--- config.mk ---
export PLATFORM = sky130hd
export DESIGN_NAME = first_fit_block_allocator_top_flat
export DESIGN_NICKNAME = d
export VERILOG_FILES = /design/src/sv/ffba_pkg.sv /design/src/sv/ffba_if.sv /design/src/sv/ffba_ram.sv /design/src/sv/first_fit_block_allocator_top.sv /design/src/flat_wrapper.sv
export SDC_FILE = /design/constraint.sdc
export NUM_CORES = 2
export LEC_CHECK = 0
export BUFFER_PORTS_ARGS = -buffer_cell sky130_fd_sc_hd__buf_2
export CORE_MARGIN = 2
export CORE_UTILIZATION = 30
export CTS_BUF_LIST = sky130_fd_sc_hd__clkbuf_4 sky130_fd_sc_hd__clkbuf_8 sky130_fd_sc_hd__clkbuf_16
export DETAILED_ROUTE_END_ITERATION = 6
export SYNTH_ARGS = -nofsm -noshare
export SYNTH_HDL_FRONTEND = slang
export SYNTH_SLANG_ARGS = --single-unit
--- constraint.sdc ---
create_clock -name clock -period 13.52 [get_ports clock]
set_input_delay 0 -clock clock [delete_from_list [all_inputs] [get_ports clock]]
set_output_delay 0 -clock clock [all_outputs]
set_load 0.03 [all_outputs]
--- src/sv/ffba_pkg.sv ---
// Package with shared types and constants of the first-fit block allocator.
package ffba_pkg;

   localparam int ADDR_W = 20;
   localparam int LEN_W  = 21;

   typedef enum logic [1:0] {
      KIND_INIT    = 2'd0,
      KIND_ALLOC   = 2'd1,
      KIND_RELEASE = 2'd2,
      KIND_NONE    = 2'd3
   } kind_type;

   typedef enum logic [1:0] {
      ST_OK       = 2'd0,
      ST_NO_FIT   = 2'd1,
      ST_FULL     = 2'd2,
      ST_BAD_ADDR = 2'd3
   } status_type;

   localparam logic [7:0] REG_HEAP_PAGES = 8'd0;

endpackage

--- src/sv/ffba_if.sv ---
// Valid/ready channel interfaces for requests and responses.
interface ffba_req_if;
   logic        valid;
   logic        ready;
   logic [1:0]  kind;
   logic [20:0] request_size;
   logic [19:0] block_address;
   modport source (output valid, output kind, output request_size, output block_address,
                   input ready);
   modport sink   (input valid, input kind, input request_size, input block_address,
                   output ready);
endinterface

interface ffba_rsp_if;
   logic        valid;
   logic        ready;
   logic [1:0]  status;
   logic [19:0] data_address;
   modport source (output valid, output status, output data_address, input ready);
   modport sink   (input valid, input status, input data_address, output ready);
endinterface

--- src/sv/ffba_ram.sv ---
// Generic single-port write, single-port read RAM with registered read data.
module ffba_ram #(
   parameter int WIDTH = 8,
   parameter int DEPTH = 64
) (
   input  logic                     clock,
   input  logic                     wr_en,
   input  logic [$clog2(DEPTH)-1:0] wr_addr,
   input  logic [WIDTH-1:0]         wr_data,
   input  logic [$clog2(DEPTH)-1:0] rd_addr,
   output logic [WIDTH-1:0]         rd_data
);
   logic [WIDTH-1:0] mem_ff [DEPTH];

   always_ff @(posedge clock) begin
      if (wr_en) begin
         mem_ff[wr_addr] <= wr_data;
      end
      rd_data <= mem_ff[rd_addr];
   end
endmodule

--- src/sv/first_fit_block_allocator_top.sv ---
// Top level of the first-fit block allocator: sequencer, block table memory and CSR.
//
//   channel | direction | handshake        | payload
//   req     | in        | valid/ready      | kind, request_size, block_address
//   rsp     | out       | valid/ready      | status, data_address
//   csr     | in        | APB write/read   | heap_pages at byte address 0
//
// Allocate walks the link chain block by block; a split adds a free-slot search,
// writes the current and new blocks and, if a next block exists, its back link.
// Release scans the slots until it finds the hit block, reads its predecessor
// and may merge into it, which can also rewrite the next block's back link. The
// table has a single read port and is not cleared at reset; only the slot-in-use
// bits are. req.ready is high while the sequencer is idle; a finished command
// waits in the done state while the previous response has not been taken.
module first_fit_block_allocator_top #(
   parameter int MAX_BLOCKS   = 64,
   parameter int HEADER_BYTES = 32,
   parameter int PAGE_BYTES   = 4096,
   parameter int MAX_PAGES    = 256
) (
   input  logic        clock,
   input  logic        reset,
   ffba_req_if.sink    req,
   ffba_rsp_if.source  rsp,
   input  logic        csr_psel,
   input  logic        csr_penable,
   input  logic        csr_pwrite,
   input  logic [1:0]  csr_paddr,
   input  logic [31:0] csr_pwdata,
   output logic [31:0] csr_prdata,
   output logic        csr_pready
);
   import ffba_pkg::*;

   localparam int IW = $clog2(MAX_BLOCKS);
   localparam int LW = IW + 1;   // link width, MAX_BLOCKS means no link
   localparam int EW = ADDR_W + LEN_W + 2 * LW + 1;
   localparam logic [LW-1:0] NO_LINK = LW'(MAX_BLOCKS);
   localparam logic [ADDR_W-1:0] HDR_A = ADDR_W'(HEADER_BYTES);
   localparam logic [LEN_W:0] HDR_L = (LEN_W + 1)'(HEADER_BYTES);
   localparam logic [LEN_W:0] LEN_MAX = {1'b0, {LEN_W{1'b1}}};

   typedef struct packed {
      logic [ADDR_W-1:0] start;
      logic [LEN_W-1:0]  length;
      logic [LW-1:0]     prev;
      logic [LW-1:0]     next;
      logic              is_free;
   } entry_type;

   typedef enum logic [4:0] {
      S_IDLE, S_A_RD, S_A_CHK, S_F_SCAN, S_A_WCUR, S_A_WNEW, S_A_RDN, S_A_WN,
      S_R_RD, S_R_CHK, S_R_RDP, S_R_CHKP, S_R_RDN, S_R_WN, S_DONE
   } state_type;

   state_type            state_ff;
   logic [8:0]           pages_ff;
   logic [IW-1:0]        cur_ff;
   logic [IW:0]          cnt_ff;
   logic [IW-1:0]        fresh_ff;
   logic [LW-1:0]        pidx_ff;
   entry_type            ent_ff;
   entry_type            pent_ff;
   logic [LEN_W-1:0]     size_ff;
   logic [ADDR_W-1:0]    addr_ff;
   logic [MAX_BLOCKS-1:0] used_ff;
   logic                 rsp_valid_ff;
   logic [1:0]           status_ff;
   logic [ADDR_W-1:0]    data_ff;
   logic [1:0]           rsp_status_ff;
   logic [ADDR_W-1:0]    rsp_data_ff;

   logic                 wr_en;
   logic [IW-1:0]        wr_addr, rd_addr;
   entry_type            wr_data, rd_data;
   logic [EW-1:0]        rd_raw;

   ffba_ram #(.WIDTH(EW), .DEPTH(MAX_BLOCKS)) u_table (
      .clock  (clock),
      .wr_en  (wr_en),
      .wr_addr(wr_addr),
      .wr_data(wr_data),
      .rd_addr(rd_addr),
      .rd_data(rd_raw)
   );
   assign rd_data = entry_type'(rd_raw);

   // CSR port.
   assign csr_pready = 1'b1;
   assign csr_prdata = (csr_paddr == REG_HEAP_PAGES[1:0]) ? {23'd0, pages_ff} : 32'd0;

   always_ff @(posedge clock) begin
      if (reset) begin
         pages_ff <= 9'd2;
      end else if (csr_psel && csr_penable && csr_pwrite &&
                   csr_paddr == REG_HEAP_PAGES[1:0]) begin
         pages_ff <= csr_pwdata[8:0];
      end
   end

   // Initial length of the arena.
   logic [8:0]   pages_c;
   logic [31:0]  arena;
   logic [LEN_W-1:0] init_len;
   always_comb begin
      pages_c = pages_ff;
      if (pages_c == 9'd0) begin
         pages_c = 9'd1;
      end
      if (32'(pages_c) > 32'(MAX_PAGES)) begin
         pages_c = 9'(MAX_PAGES);
      end
      arena = 32'(pages_c) * 32'(PAGE_BYTES);
      init_len = (arena > 32'(HEADER_BYTES)) ? LEN_W'(arena - 32'(HEADER_BYTES)) : '0;
   end

   logic link_ok_next, link_ok_prev;
   logic [LEN_W:0] rem, merge_sum;
   assign link_ok_next = (ent_ff.next < NO_LINK) && used_ff[ent_ff.next[IW-1:0]];
   assign link_ok_prev = (ent_ff.prev < NO_LINK) && used_ff[ent_ff.prev[IW-1:0]];
   assign rem = {1'b0, ent_ff.length} - {1'b0, size_ff};
   assign merge_sum = {1'b0, rd_data.length} + {1'b0, ent_ff.length} + HDR_L;

   logic req_fire;
   assign req_fire = req.valid && req.ready;
   assign req.ready = (state_ff == S_IDLE);

   // Memory access selection.
   always_comb begin
      wr_en = 1'b0;
      wr_addr = cur_ff;
      wr_data = ent_ff;
      rd_addr = cur_ff;
      case (state_ff)
         S_IDLE: begin
            wr_en = req_fire && (req.kind == KIND_INIT);
            wr_addr = '0;
            wr_data = '{start: '0, length: init_len, prev: NO_LINK, next: NO_LINK,
                        is_free: 1'b1};
         end
         S_A_WCUR: begin
            wr_en = 1'b1;
            wr_data = ent_ff;
            wr_data.is_free = 1'b0;
            wr_data.length = size_ff;
            if (rem > HDR_L) begin
               wr_data.next = LW'(fresh_ff);
            end
         end
         S_A_WNEW: begin
            wr_en = 1'b1;
            wr_addr = fresh_ff;
            wr_data = '{start: ent_ff.start + HDR_A + size_ff[ADDR_W-1:0]
                                + ADDR_W'(size_ff[LEN_W-1:ADDR_W] << ADDR_W),
                        length: LEN_W'(rem - HDR_L), prev: LW'(cur_ff),
                        next: ent_ff.next, is_free: 1'b1};
            rd_addr = ent_ff.next[IW-1:0];
         end
         S_A_WN: begin
            wr_en = 1'b1;
            wr_addr = ent_ff.next[IW-1:0];
            wr_data = rd_data;
            wr_data.prev = LW'(fresh_ff);
         end
         S_R_CHKP: begin
            // Free the hit block; a merge instead rewrites the predecessor's length and next.
            wr_en = !(link_ok_prev && rd_data.is_free);
            wr_data = ent_ff;
            wr_data.is_free = 1'b1;
            if (link_ok_prev && rd_data.is_free) begin
               wr_en = 1'b1;
               wr_addr = pidx_ff[IW-1:0];
               wr_data = rd_data;
               wr_data.length = (merge_sum > LEN_MAX) ? LEN_MAX[LEN_W-1:0]
                                                      : merge_sum[LEN_W-1:0];
               wr_data.next = ent_ff.next;
            end
            rd_addr = ent_ff.next[IW-1:0];
         end
         S_R_WN: begin
            wr_en = 1'b1;
            wr_addr = ent_ff.next[IW-1:0];
            wr_data = pent_ff;
            wr_data.prev = pidx_ff;
         end
         S_R_CHK, S_R_RD: rd_addr = cnt_ff[IW-1:0];
         S_R_RDP: rd_addr = ent_ff.prev[IW-1:0];
         S_A_RDN: rd_addr = ent_ff.next[IW-1:0];
         default: ;
      endcase
   end

   always_ff @(posedge clock) begin
      if (reset) begin
         state_ff <= S_IDLE;
         used_ff <= '0;
         rsp_valid_ff <= 1'b0;
      end else begin
         if (rsp_valid_ff && rsp.ready && state_ff != S_DONE) begin
            rsp_valid_ff <= 1'b0;
         end
         case (state_ff)
            S_IDLE: begin
               if (req_fire) begin
                  size_ff <= req.request_size;
                  addr_ff <= req.block_address;
                  cur_ff <= '0;
                  cnt_ff <= '0;
                  status_ff <= ST_OK;
                  data_ff <= '0;
                  case (kind_type'(req.kind))
                     KIND_INIT: begin
                        used_ff <= MAX_BLOCKS'(1);
                        state_ff <= S_DONE;
                     end
                     KIND_ALLOC: state_ff <= used_ff[0] ? S_A_RD : S_DONE;
                     KIND_RELEASE: state_ff <= S_R_RD;
                     default: state_ff <= S_DONE;
                  endcase
                  if (req.kind == KIND_ALLOC && !used_ff[0]) begin
                     status_ff <= ST_NO_FIT;
                  end
               end
            end
            S_A_RD: state_ff <= S_A_CHK;
            S_A_CHK: begin
               ent_ff <= rd_data;
               cnt_ff <= cnt_ff + 1'b1;
               if (rd_data.is_free && rd_data.length >= size_ff) begin
                  fresh_ff <= '0;
                  state_ff <= S_F_SCAN;
               end else if (32'(cnt_ff) + 1 < MAX_BLOCKS && rd_data.next < NO_LINK &&
                            used_ff[rd_data.next[IW-1:0]]) begin
                  cur_ff <= rd_data.next[IW-1:0];
                  state_ff <= S_A_RD;
               end else begin
                  status_ff <= ST_NO_FIT;
                  state_ff <= S_DONE;
               end
            end
            S_F_SCAN: begin
               if (!(rem > HDR_L)) begin
                  state_ff <= S_A_WCUR;
               end else if (!used_ff[fresh_ff]) begin
                  state_ff <= S_A_WCUR;
               end else if (32'(fresh_ff) == MAX_BLOCKS - 1) begin
                  status_ff <= ST_FULL;
                  state_ff <= S_DONE;
               end else begin
                  fresh_ff <= fresh_ff + 1'b1;
               end
            end
            S_A_WCUR: begin
               data_ff <= ent_ff.start + HDR_A;
               if (rem > HDR_L) begin
                  used_ff[fresh_ff] <= 1'b1;
                  state_ff <= S_A_WNEW;
               end else begin
                  state_ff <= S_DONE;
               end
            end
            S_A_WNEW: state_ff <= link_ok_next ? S_A_RDN : S_DONE;
            S_A_RDN: state_ff <= S_A_WN;
            S_A_WN: state_ff <= S_DONE;
            S_R_RD: state_ff <= S_R_CHK;
            S_R_CHK: begin
               if (used_ff[cnt_ff[IW-1:0]] && !rd_data.is_free &&
                   (rd_data.start + HDR_A) == addr_ff) begin
                  ent_ff <= rd_data;
                  cur_ff <= cnt_ff[IW-1:0];
                  state_ff <= S_R_RDP;
               end else if (32'(cnt_ff) == MAX_BLOCKS - 1) begin
                  status_ff <= ST_BAD_ADDR;
                  state_ff <= S_DONE;
               end else begin
                  cnt_ff <= cnt_ff + 1'b1;
                  state_ff <= S_R_RD;
               end
            end
            S_R_RDP: begin
               pidx_ff <= ent_ff.prev;
               state_ff <= S_R_CHKP;
            end
            S_R_CHKP: begin
               if (link_ok_prev && rd_data.is_free) begin
                  used_ff[cur_ff] <= 1'b0;
                  state_ff <= link_ok_next ? S_R_RDN : S_DONE;
               end else begin
                  state_ff <= S_DONE;
               end
            end
            S_R_RDN: begin
               pent_ff <= rd_data;
               state_ff <= S_R_WN;
            end
            S_R_WN: state_ff <= S_DONE;
            S_DONE: begin
               // The result moves to the output register once it is free.
               if (!rsp_valid_ff || rsp.ready) begin
                  rsp_valid_ff <= 1'b1;
                  rsp_status_ff <= status_ff;
                  rsp_data_ff <= data_ff;
                  state_ff <= S_IDLE;
               end
            end
            default: state_ff <= S_IDLE;
         endcase
      end
   end

   assign rsp.valid = rsp_valid_ff;
   assign rsp.status = rsp_status_ff;
   assign rsp.data_address = rsp_data_ff;

`ifndef SYNTHESIS
   a_ready_idle: assert property (@(posedge clock) disable iff (reset)
      req.ready |-> (state_ff == S_IDLE))
      else $error("ready while busy");
   a_slot0_used: assert property (@(posedge clock) disable iff (reset)
      (state_ff == S_A_RD) |-> used_ff[0])
      else $error("walk without first block");
   a_rsp_after_done: assert property (@(posedge clock) disable iff (reset)
      (state_ff == S_DONE) |=> rsp_valid_ff)
      else $error("response lost");
   a_addr_zero_on_err: assert property (@(posedge clock) disable iff (reset)
      (rsp_valid_ff && rsp_status_ff != ST_OK) |-> rsp_data_ff == '0)
      else $error("address on failed request");
`endif
endmodule
--- src/flat_wrapper.sv ---
// flat-port wrapper written by rule: the top's interface ports become plain ports
module first_fit_block_allocator_top_flat import ffba_pkg::*;
#(
   parameter int MAX_BLOCKS   = 64,
   parameter int HEADER_BYTES = 32,
   parameter int PAGE_BYTES   = 4096,
   parameter int MAX_PAGES    = 256
)
  (clock, reset, csr_psel, csr_penable, csr_pwrite, csr_paddr, csr_pwdata, csr_prdata, csr_pready, req_valid, req_kind, req_request_size, req_block_address, req_ready, rsp_valid, rsp_status, rsp_data_address, rsp_ready);
  ffba_req_if req_i ();
  ffba_rsp_if rsp_i ();
  input  logic clock;
  input  logic reset;
  input  logic csr_psel;
  input  logic csr_penable;
  input  logic csr_pwrite;
  input  logic [1:0] csr_paddr;
  input  logic [31:0] csr_pwdata;
  output logic [31:0] csr_prdata;
  output logic csr_pready;
  input wire logic [$bits(req_i.valid)-1:0] req_valid;
  input wire logic [$bits(req_i.kind)-1:0] req_kind;
  input wire logic [$bits(req_i.request_size)-1:0] req_request_size;
  input wire logic [$bits(req_i.block_address)-1:0] req_block_address;
  output wire logic [$bits(req_i.ready)-1:0] req_ready;
  output wire logic [$bits(rsp_i.valid)-1:0] rsp_valid;
  output wire logic [$bits(rsp_i.status)-1:0] rsp_status;
  output wire logic [$bits(rsp_i.data_address)-1:0] rsp_data_address;
  input wire logic [$bits(rsp_i.ready)-1:0] rsp_ready;
  assign req_i.valid = req_valid;
  assign req_i.kind = req_kind;
  assign req_i.request_size = req_request_size;
  assign req_i.block_address = req_block_address;
  assign req_ready = req_i.ready;
  assign rsp_valid = rsp_i.valid;
  assign rsp_status = rsp_i.status;
  assign rsp_data_address = rsp_i.data_address;
  assign rsp_i.ready = rsp_ready;
  first_fit_block_allocator_top #(.MAX_BLOCKS(MAX_BLOCKS), .HEADER_BYTES(HEADER_BYTES), .PAGE_BYTES(PAGE_BYTES), .MAX_PAGES(MAX_PAGES)) u_core (.clock(clock), .reset(reset), .req(req_i), .rsp(rsp_i), .csr_psel(csr_psel), .csr_penable(csr_penable), .csr_pwrite(csr_pwrite), .csr_paddr(csr_paddr), .csr_pwdata(csr_pwdata), .csr_prdata(csr_prdata), .csr_pready(csr_pready));
endmodule
-- Word level (Yosys, flattened, before mapping)
Memory sizes are Yosys's and may differ from the RTL's. A register that Yosys moved wholly into a read port is not among the register bits.
Cells that the tools add are included.
- shift operators: 0
- multiplexer cells: 81
- bitwise logic cells: 4
- div/mod/pow operators: 0
- reduce and logical (&&, ||, !) cells: 49
- multiply operators: 0
- equality and inequality tests: 38
- $add $sub $neg: 11
- order comparisons: 17
- operators by type and width (cell ; number):
    $pmux W56 S6 ; 1
    $mux W64 ; 4
    $pmux W64 S3 ; 1
    $mux W56 ; 2
    $pmux W56 S2 ; 1
    $pmux W5 S14 ; 1
    $and A64 B64 Y64 ; 1
    $not A64 Y64 ; 1
    $or A64 B64 Y64 ; 1
    $mux W6 ; 9
    $lt A6 B7 Y1 const B ; 6
    $mux W21 ; 2
    $sub A21 B6 Y21 const B ; 2
    $add A20 B6 Y20 const B ; 2
    $mux W5 ; 8
    $pmux W20 S2 ; 1
    $pmux W6 S3 ; 2
    $eq A5 B4 Y1 const B ; 7
    $lt A32 B7 Y1 const B ; 1
    $bmux W1 S6 ; 5
    $mux W7 ; 4
    $mux W9 ; 3
    $pmux W6 S4 ; 1
    $add A21 B21 Y22 ; 1
    other kinds (54) ; 133
- output and inout bits: 57
- logic and storage cells: 224
- ROM bits: 0
- memories kept: 1
- bits in latches: 0
- RAM bits: 3584
- register bits: 295
- memory list (memory ; depth ; bits a word ; read ports ; clocked after Yosys merged registers in ; wr ports ; RTL line ; RTL):
    u_core.u_table.mem_ff ; 64 ; 56 ; 1 ; 1 ; 1 ; ffba_ram.sv:13 ; logic [WIDTH-1:0] mem_ff [DEPTH];

-- Longest topological paths before layout
- word-level depth: 9
- mapped depth: 15

-- Hierarchy
Synthesis repeated with hierarchy kept, for this count alone.
- cell total of the unflattened synthesis: 7927
- area, all modules: 157825.1 um^2
- modules (own cells, without submodules) (module ; instances ; cells each ; area each (um^2) ; seq. area each (um^2)):
    ffba_ram ; 1 ; 5750 ; 136497.2 ; 108744.3
    first_fit_block_allocator_top ; 1 ; 2177 ; 21328.0 ; 8047.7

-- Least setup slack after synthesis
OpenSTA, ideal clock, no wires.
- path kind: reg2reg
- start point: reg u_core.size_ff[0]
- end point: mem u_core.u_table.mem_ff[0][34] in the netlist's numbering, data pin
- cell stages (with the launch flop): 13
- slack: 6.935 ns
- data arrival time: 5.864 ns
- required time: 12.799 ns
- buffers on the path: 0
- cell sequence: edfxtp_1 > ha_1 > fa_1 > nor2b_1 > o31ai_1 > a21o_1 > o311a_1 > or3_1 > nor3_1 > nor4b_1 > xnor2_1 > a211oi_1 > a211oi_1
- word-level cells in the longest chain between the ends: 3
- RTL lines (item ; RTL line ; RTL):
    from (decl) ; first_fit_block_allocator_top.sv:64 ; logic [LEN_W-1:0] size_ff;
    from (signal assigned) ; first_fit_block_allocator_top.sv:205 ; size_ff <= req.request_size;
    $sub A21 B21 Y22 ; first_fit_block_allocator_top.sv:121 ; assign rem = {1'b0, ent_ff.length} - {1'b0, size_ff};
    $sub A21 B6 Y21 ; first_fit_block_allocator_top.sv:155 ; length: LEN_W'(rem - HDR_L), prev: LW'(cur_ff),
    $pmux W56 S6 ; first_fit_block_allocator_top.sv:134 ; case (state_ff)
    net u_core.u_table.wr_data[34] ; ffba_ram.sv:9 ; input logic [WIDTH-1:0] wr_data,
    to (decl) ; ffba_ram.sv:13 ;
The timed path passes the listed nets, and every way through them passes these cells.

-- Worst setup path after layout
- start point: reg u_core.ent_ff[8] in the netlist's numbering
- end point: mem u_core.u_table.mem_ff[38][37] in the netlist's numbering, enable pin
- word-level cells in the longest chain between the ends: 9
- RTL lines (item ; RTL line ; RTL):
    from (decl) ; first_fit_block_allocator_top.sv:62 ; entry_type ent_ff;
    from (signal assigned) ; first_fit_block_allocator_top.sv:227 ; ent_ff <= rd_data;
    from (signal assigned) ; first_fit_block_allocator_top.sv:269 ; ent_ff <= rd_data;
    $bmux W1 S6 ; first_fit_block_allocator_top.sv:120 ; assign link_ok_prev = (ent_ff.prev < NO_LINK) && used_ff[ent_ff.prev[IW-1:0]];
    $mux W1 (not written as such) ; first_fit_block_allocator_top.sv:120 ;
    $logic_and A1 B1 Y1 (*) ; first_fit_block_allocator_top.sv:120 ;
    $logic_and A1 B1 Y1 (*) ; first_fit_block_allocator_top.sv:167, first_fit_block_allocator_top.sv:170 ;
    $logic_not A1 Y1 ; first_fit_block_allocator_top.sv:167 ; wr_en = !(link_ok_prev && rd_data.is_free);
    $mux W1 ; first_fit_block_allocator_top.sv:170 ; if (link_ok_prev && rd_data.is_free) begin
    $pmux W1 S3 ; first_fit_block_allocator_top.sv:134 ;
    $mux W1 ; ffba_ram.sv:16 ; if (wr_en) begin
    $mux W1 (not written as such) ; ffba_ram.sv:17 ; mem_ff[wr_addr] <= wr_data;
Every way passes the cells marked *; elsewhere a longest branch is shown, timed or not. The select of a mux whose other input is x is not followed.

==> results by group <==
Run status
  – Result of the run: finished clean

CTS
  – Clock latency on the worst-skew pair: 0.99 ns
  – Clock tree from TritonCTS: yes
  – Inserted Clock Buffers: 398
  – CTS Root Cell: clkbuf_16
  – Clock sinks: 3934
  – Buffers from clock root to sink, at most: 4
  – Post-CTS clock slew at the launch and capture registers of the worst setup and hold paths: 0.07 ns
  – Number of post-CTS setup repair buffers: 0
  – CTS H-tree depth: 5

Logic synthesis
  – Number of synthesized register bits: 3934
  – Gate count of the mapped netlist: 12990
  – Number of enable-type register cells in the synthesized netlist: 3800
  – Unique cell type count in the Yosys netlist: 87
  – Register area share after synthesis: 0.7116
  – Ranking of synthesized cells by area: edfxtp_1, nand2_1, nand3_1
  – Fraction of post-synthesis cell area in the top cell type by area: 0.6953
  – Leading area contributor after synthesis: edfxtp_1
  – Main flop type after synthesis: edfxtp_1
  – Netlist area before placement: 164100 sq um
  – Syn. warnings: 0
  – Proportion of register bits with asynchronous set or reset after synthesis: 0
  – Syn Area/Cell: 12.63 sq um

Worst setup path
  – Slowest stage cell, crit path: nor2_4
  – Buf+Inv Stages, Crit Path: 3
  – Top delay family on crit path: simple AND/OR/NAND/NOR gates
  – Cell breakdown of the critical path: buf_4 -> mux4_1 -> a22o_1 -> a31oi_1 -> a2111oi_2 -> nor2_4 -> a21o_1 -> buf_4 -> a21oi_1 -> nor2b_1 -> nand3_1 -> nor2_4 -> buf_4
  – Worst-path maximum fanout: 38
  – Category of the worst setup path capture point: flip-flop
  – CP required: 14.08 ns
  – Setup CP Type: flip-flop to flip-flop
  – CP peak stage delay: 1.10 ns
  – Worst path arrival time: 8.15 ns
  – Most prevalent standard cell on the critical path: buf_4
  – Worst Setup Start Kind: flip-flop

Floorplan
  – Boundary Pins: 141
  – Initial Utilization: 0.3012
  – Number of core rows: 271
  – Area of the core region: 544900 sq um
  – Die width: 743.6 um
  – Vert. Die Dim: 743.6 um
  – Die area: 553000 sq um

STA
  – Final count of pins violating max slew: 0
  – Worst-case headroom to the max-slew limit: 0.09845
  – Final Hold Violating Endpoints: 0
  – Maximum clock skew at final layout: 0.06954 ns
  – Final-layout setup total negative slack: 0 ns
  – Number of setup violations in the final report: 0
  – RSZ-0062 raised after global routing: no
  – Min cycle time layout: 7.587 ns
  – Final worst path period share: 0.5612
  – Minimum setup slack in the final design: 5.933 ns
  – Actual transition at the worst max-transition pin: 1.352 ns
  – Minimum hold slack: 0.2094 ns
  – FMAX: 131.8 MHz

Run
  – Maxcap violations: 0

Routing
  – Routed wire length per instance: 24.79 um
  – Antenna Nets Post-Route: 0
  – Drt first-iter violations: 15360
  – Total wire length: 509400 um
  – Vias per Instance: 5.420
  – Initial DRT Pass Iterations: 7
  – Detailed-route via count: 111400
  – Remaining design rule violation count: 0

Layout
  – Total area of sequential cells: 116800 sq um
  – Share of cells above drive strength 1: 0.09620
  – Final Net Count: 13180
  – Area Overhead vs Synth: 14.37%
  – Fillcell total: 52480
  – Post-layout utilization of the core: 0.3445
  – Combined area of the multi-input logic cells: 44420 sq um

Global routing
  – Largest net degree at the start of global routing: 157
  – GRT Resource Usage Total: 0.1763
  – Initial antenna violation count: 27
  – Wire length of the first global-routing pass: 729600 um
  – GRT Residual Overflow: 0
  – Number of global-route vias before repair: 102700

Hold path
  – Worst hold path type: input port to flip-flop

Power
  – Worst vdd rail ir drop: 280.2 uV
  – Total power per unit cell area: 252.8 nW/um^2
  – Pleak: 63.33 nW
  – Total power after layout: 47.45 mW

Placed design
  – Total half-perimeter wirelength after legalization and detailed placement: 274600 um
  – GPL Wtd Cong: 0.8611
  – I/O Buffers: 93
  – Post-Place Setup Slack: 6.025 ns
[synthesized netlist by cell type (15+ instances only)]
master / number
ha_1: 111
buf_1: 91
buf_4: 24
clkbuf_1: 753
or3_1: 25
xnor2_1: 64
mux2i_1: 49
nor4_1: 19
nand3_1: 1305
edfxtp_1: 3800
a22o_1: 66
a22oi_1: 45
a21oi_1: 173
o311ai_0: 58
o211ai_1: 83
nor3_1: 32
a311oi_1: 508
dfxtp_1: 134
a31oi_1: 297
nand2b_1: 19
a21o_1: 33
nand2_1: 3735
o21ai_0: 89
a41oi_1: 23
a221o_1: 17
inv_1: 68
o21a_1: 15
nand4_1: 77
buf_2: 87
o22ai_1: 63
xor2_1: 40
a211oi_1: 141
mux4_2: 55
nor2_1: 181
and2_1: 29
nor2b_1: 41
and3_1: 416
a221oi_1: 20
a222oi_1: 37
[sequential cells by signal, summed over array words and instances, names as in the netlist]
register                 count
u_core.size_ff              21
u_core.cur_ff                6
u_core.fresh_ff              6
u_core.u_table.mem_ff     3584
u_core.status_ff             2
u_core.state_ff              4
u_core.data_ff              20
u_core.rsp.status            2
u_core.rsp.data_address     20
u_core.pidx_ff               7
u_core.rsp.valid             1
u_core.cnt_ff                7
u_core.u_table.rd_data      56
u_core.pent_ff              49
u_core.addr_ff              20
u_core.ent_ff               56
u_core.used_ff              64
u_core.pages_ff              9
[where the power goes]
| part | leakage [nW] | switching [mW] | internal [mW] |
|---|---|---|---|
| sequential | 35.6 | 0.584 | 16.8 |
| combinational | 21.3 | 14.4 | 4.78 |
| clock | 6.41 | 4.72 | 6.20 |
[cell usage in the layout, fill, tap and decap left out, types with 134 or more instances in the layout]
cell,Yosys,final
nand3_1,1305,1298
a21oi_1,173,171
buf_4,24,291
dfxtp_1,134,134
edfxtp_1,3800,3800
nand2_1,3735,3722
a31oi_1,297,291
and3_1,416,416
a311oi_1,508,508
clkbuf_16,0,403
a211oi_1,141,139
[worst register-to-register path, cell delays in order, from the launching register on]
cell,delay (ns)
edfxtp_1,0.32
buf_4,0.44
mux4_1,0.70
a22o_1,0.25
a31oi_1,0.39
a2111oi_2,0.19
nor2_4,0.85
a21o_1,0.28
buf_4,0.40
a21oi_1,0.16
nor2b_1,0.18
nand3_1,0.69
nor2_4,1.10
buf_4,1.12
[metrics by stage]
stage,std cells,instance area [sq um]
finish,20550,187700
global route,20540,187700
CTS,20540,187700
detailed placement,19690,173600
global placement,19690,173600
floorplan,13010,164200
[path summary, 6_finish.rpt]
check / start / to / slack (ns) / cells after the start
hold / removal: reset / u_core.state_ff[2] / 0.21 / 4
setup / recovery: u_core.ent_ff[8] / u_core.u_table.mem_ff[38][37] / 5.93 / 13
setup reg to reg: u_core.ent_ff[8] / u_core.u_table.mem_ff[38][37] / 5.93 / 13
hold reg to reg: u_core.data_ff[5] / u_core.rsp.data_address[5] / 0.41 / 0
[per-layer routing]
| layer | track usage | wire length (um) | up-vias |
|---|---|---|---|
| li1 | - | - | 48620 |
| met1 | 0.2464 | 206800 | 56170 |
| met2 | 0.2804 | 234000 | 5718 |
| met3 | 0.02904 | 51700 | 872 |
| met4 | 0.05496 | 16860 | 10 |
| met5 | 0 | 65 | - |
[final cells by class]
cell class / count / share of cell area
Multi-Input combinational cell: 8052 / 0.2366
Tap cell: 7234 / 0.04822
Timing Repair Buffer: 531 / 0.02302
Clock buffer: 528 / 0.05916
Antenna cell: 12 / 0.0001600
Sequential cell: 3934 / 0.6222
Inverter: 69 / 0.001380
Clock inverter: 192 / 0.009212
[timing repair]
item | CTS | global route
hold buffers | 127 | 0
hold endpoints to repair | 250 | 0
gates resized for setup | 0 | 0
[cells by family (layout without fill, tap and decap cells)]
family | count (synthesis) | in the layout | synth area share
AO/OA/AOI/OAI | 1746 | 1746 | 0.07969
XOR/XNOR | 104 | 104 | 0.005550
adder cells (fa/ha/maj) | 114 | 114 | 0.008828
buffers and inverters | 1028 | 1320 | 0.02501
flip-flops | 3934 | 3934 | 0.7116
multiplexers | 120 | 120 | 0.01191
other | 2 | 36 | 0.00004576
AND/OR/NAND/NOR | 5944 | 5944 | 0.1574
Note: power is estimated with default switching activity, not from simulation.
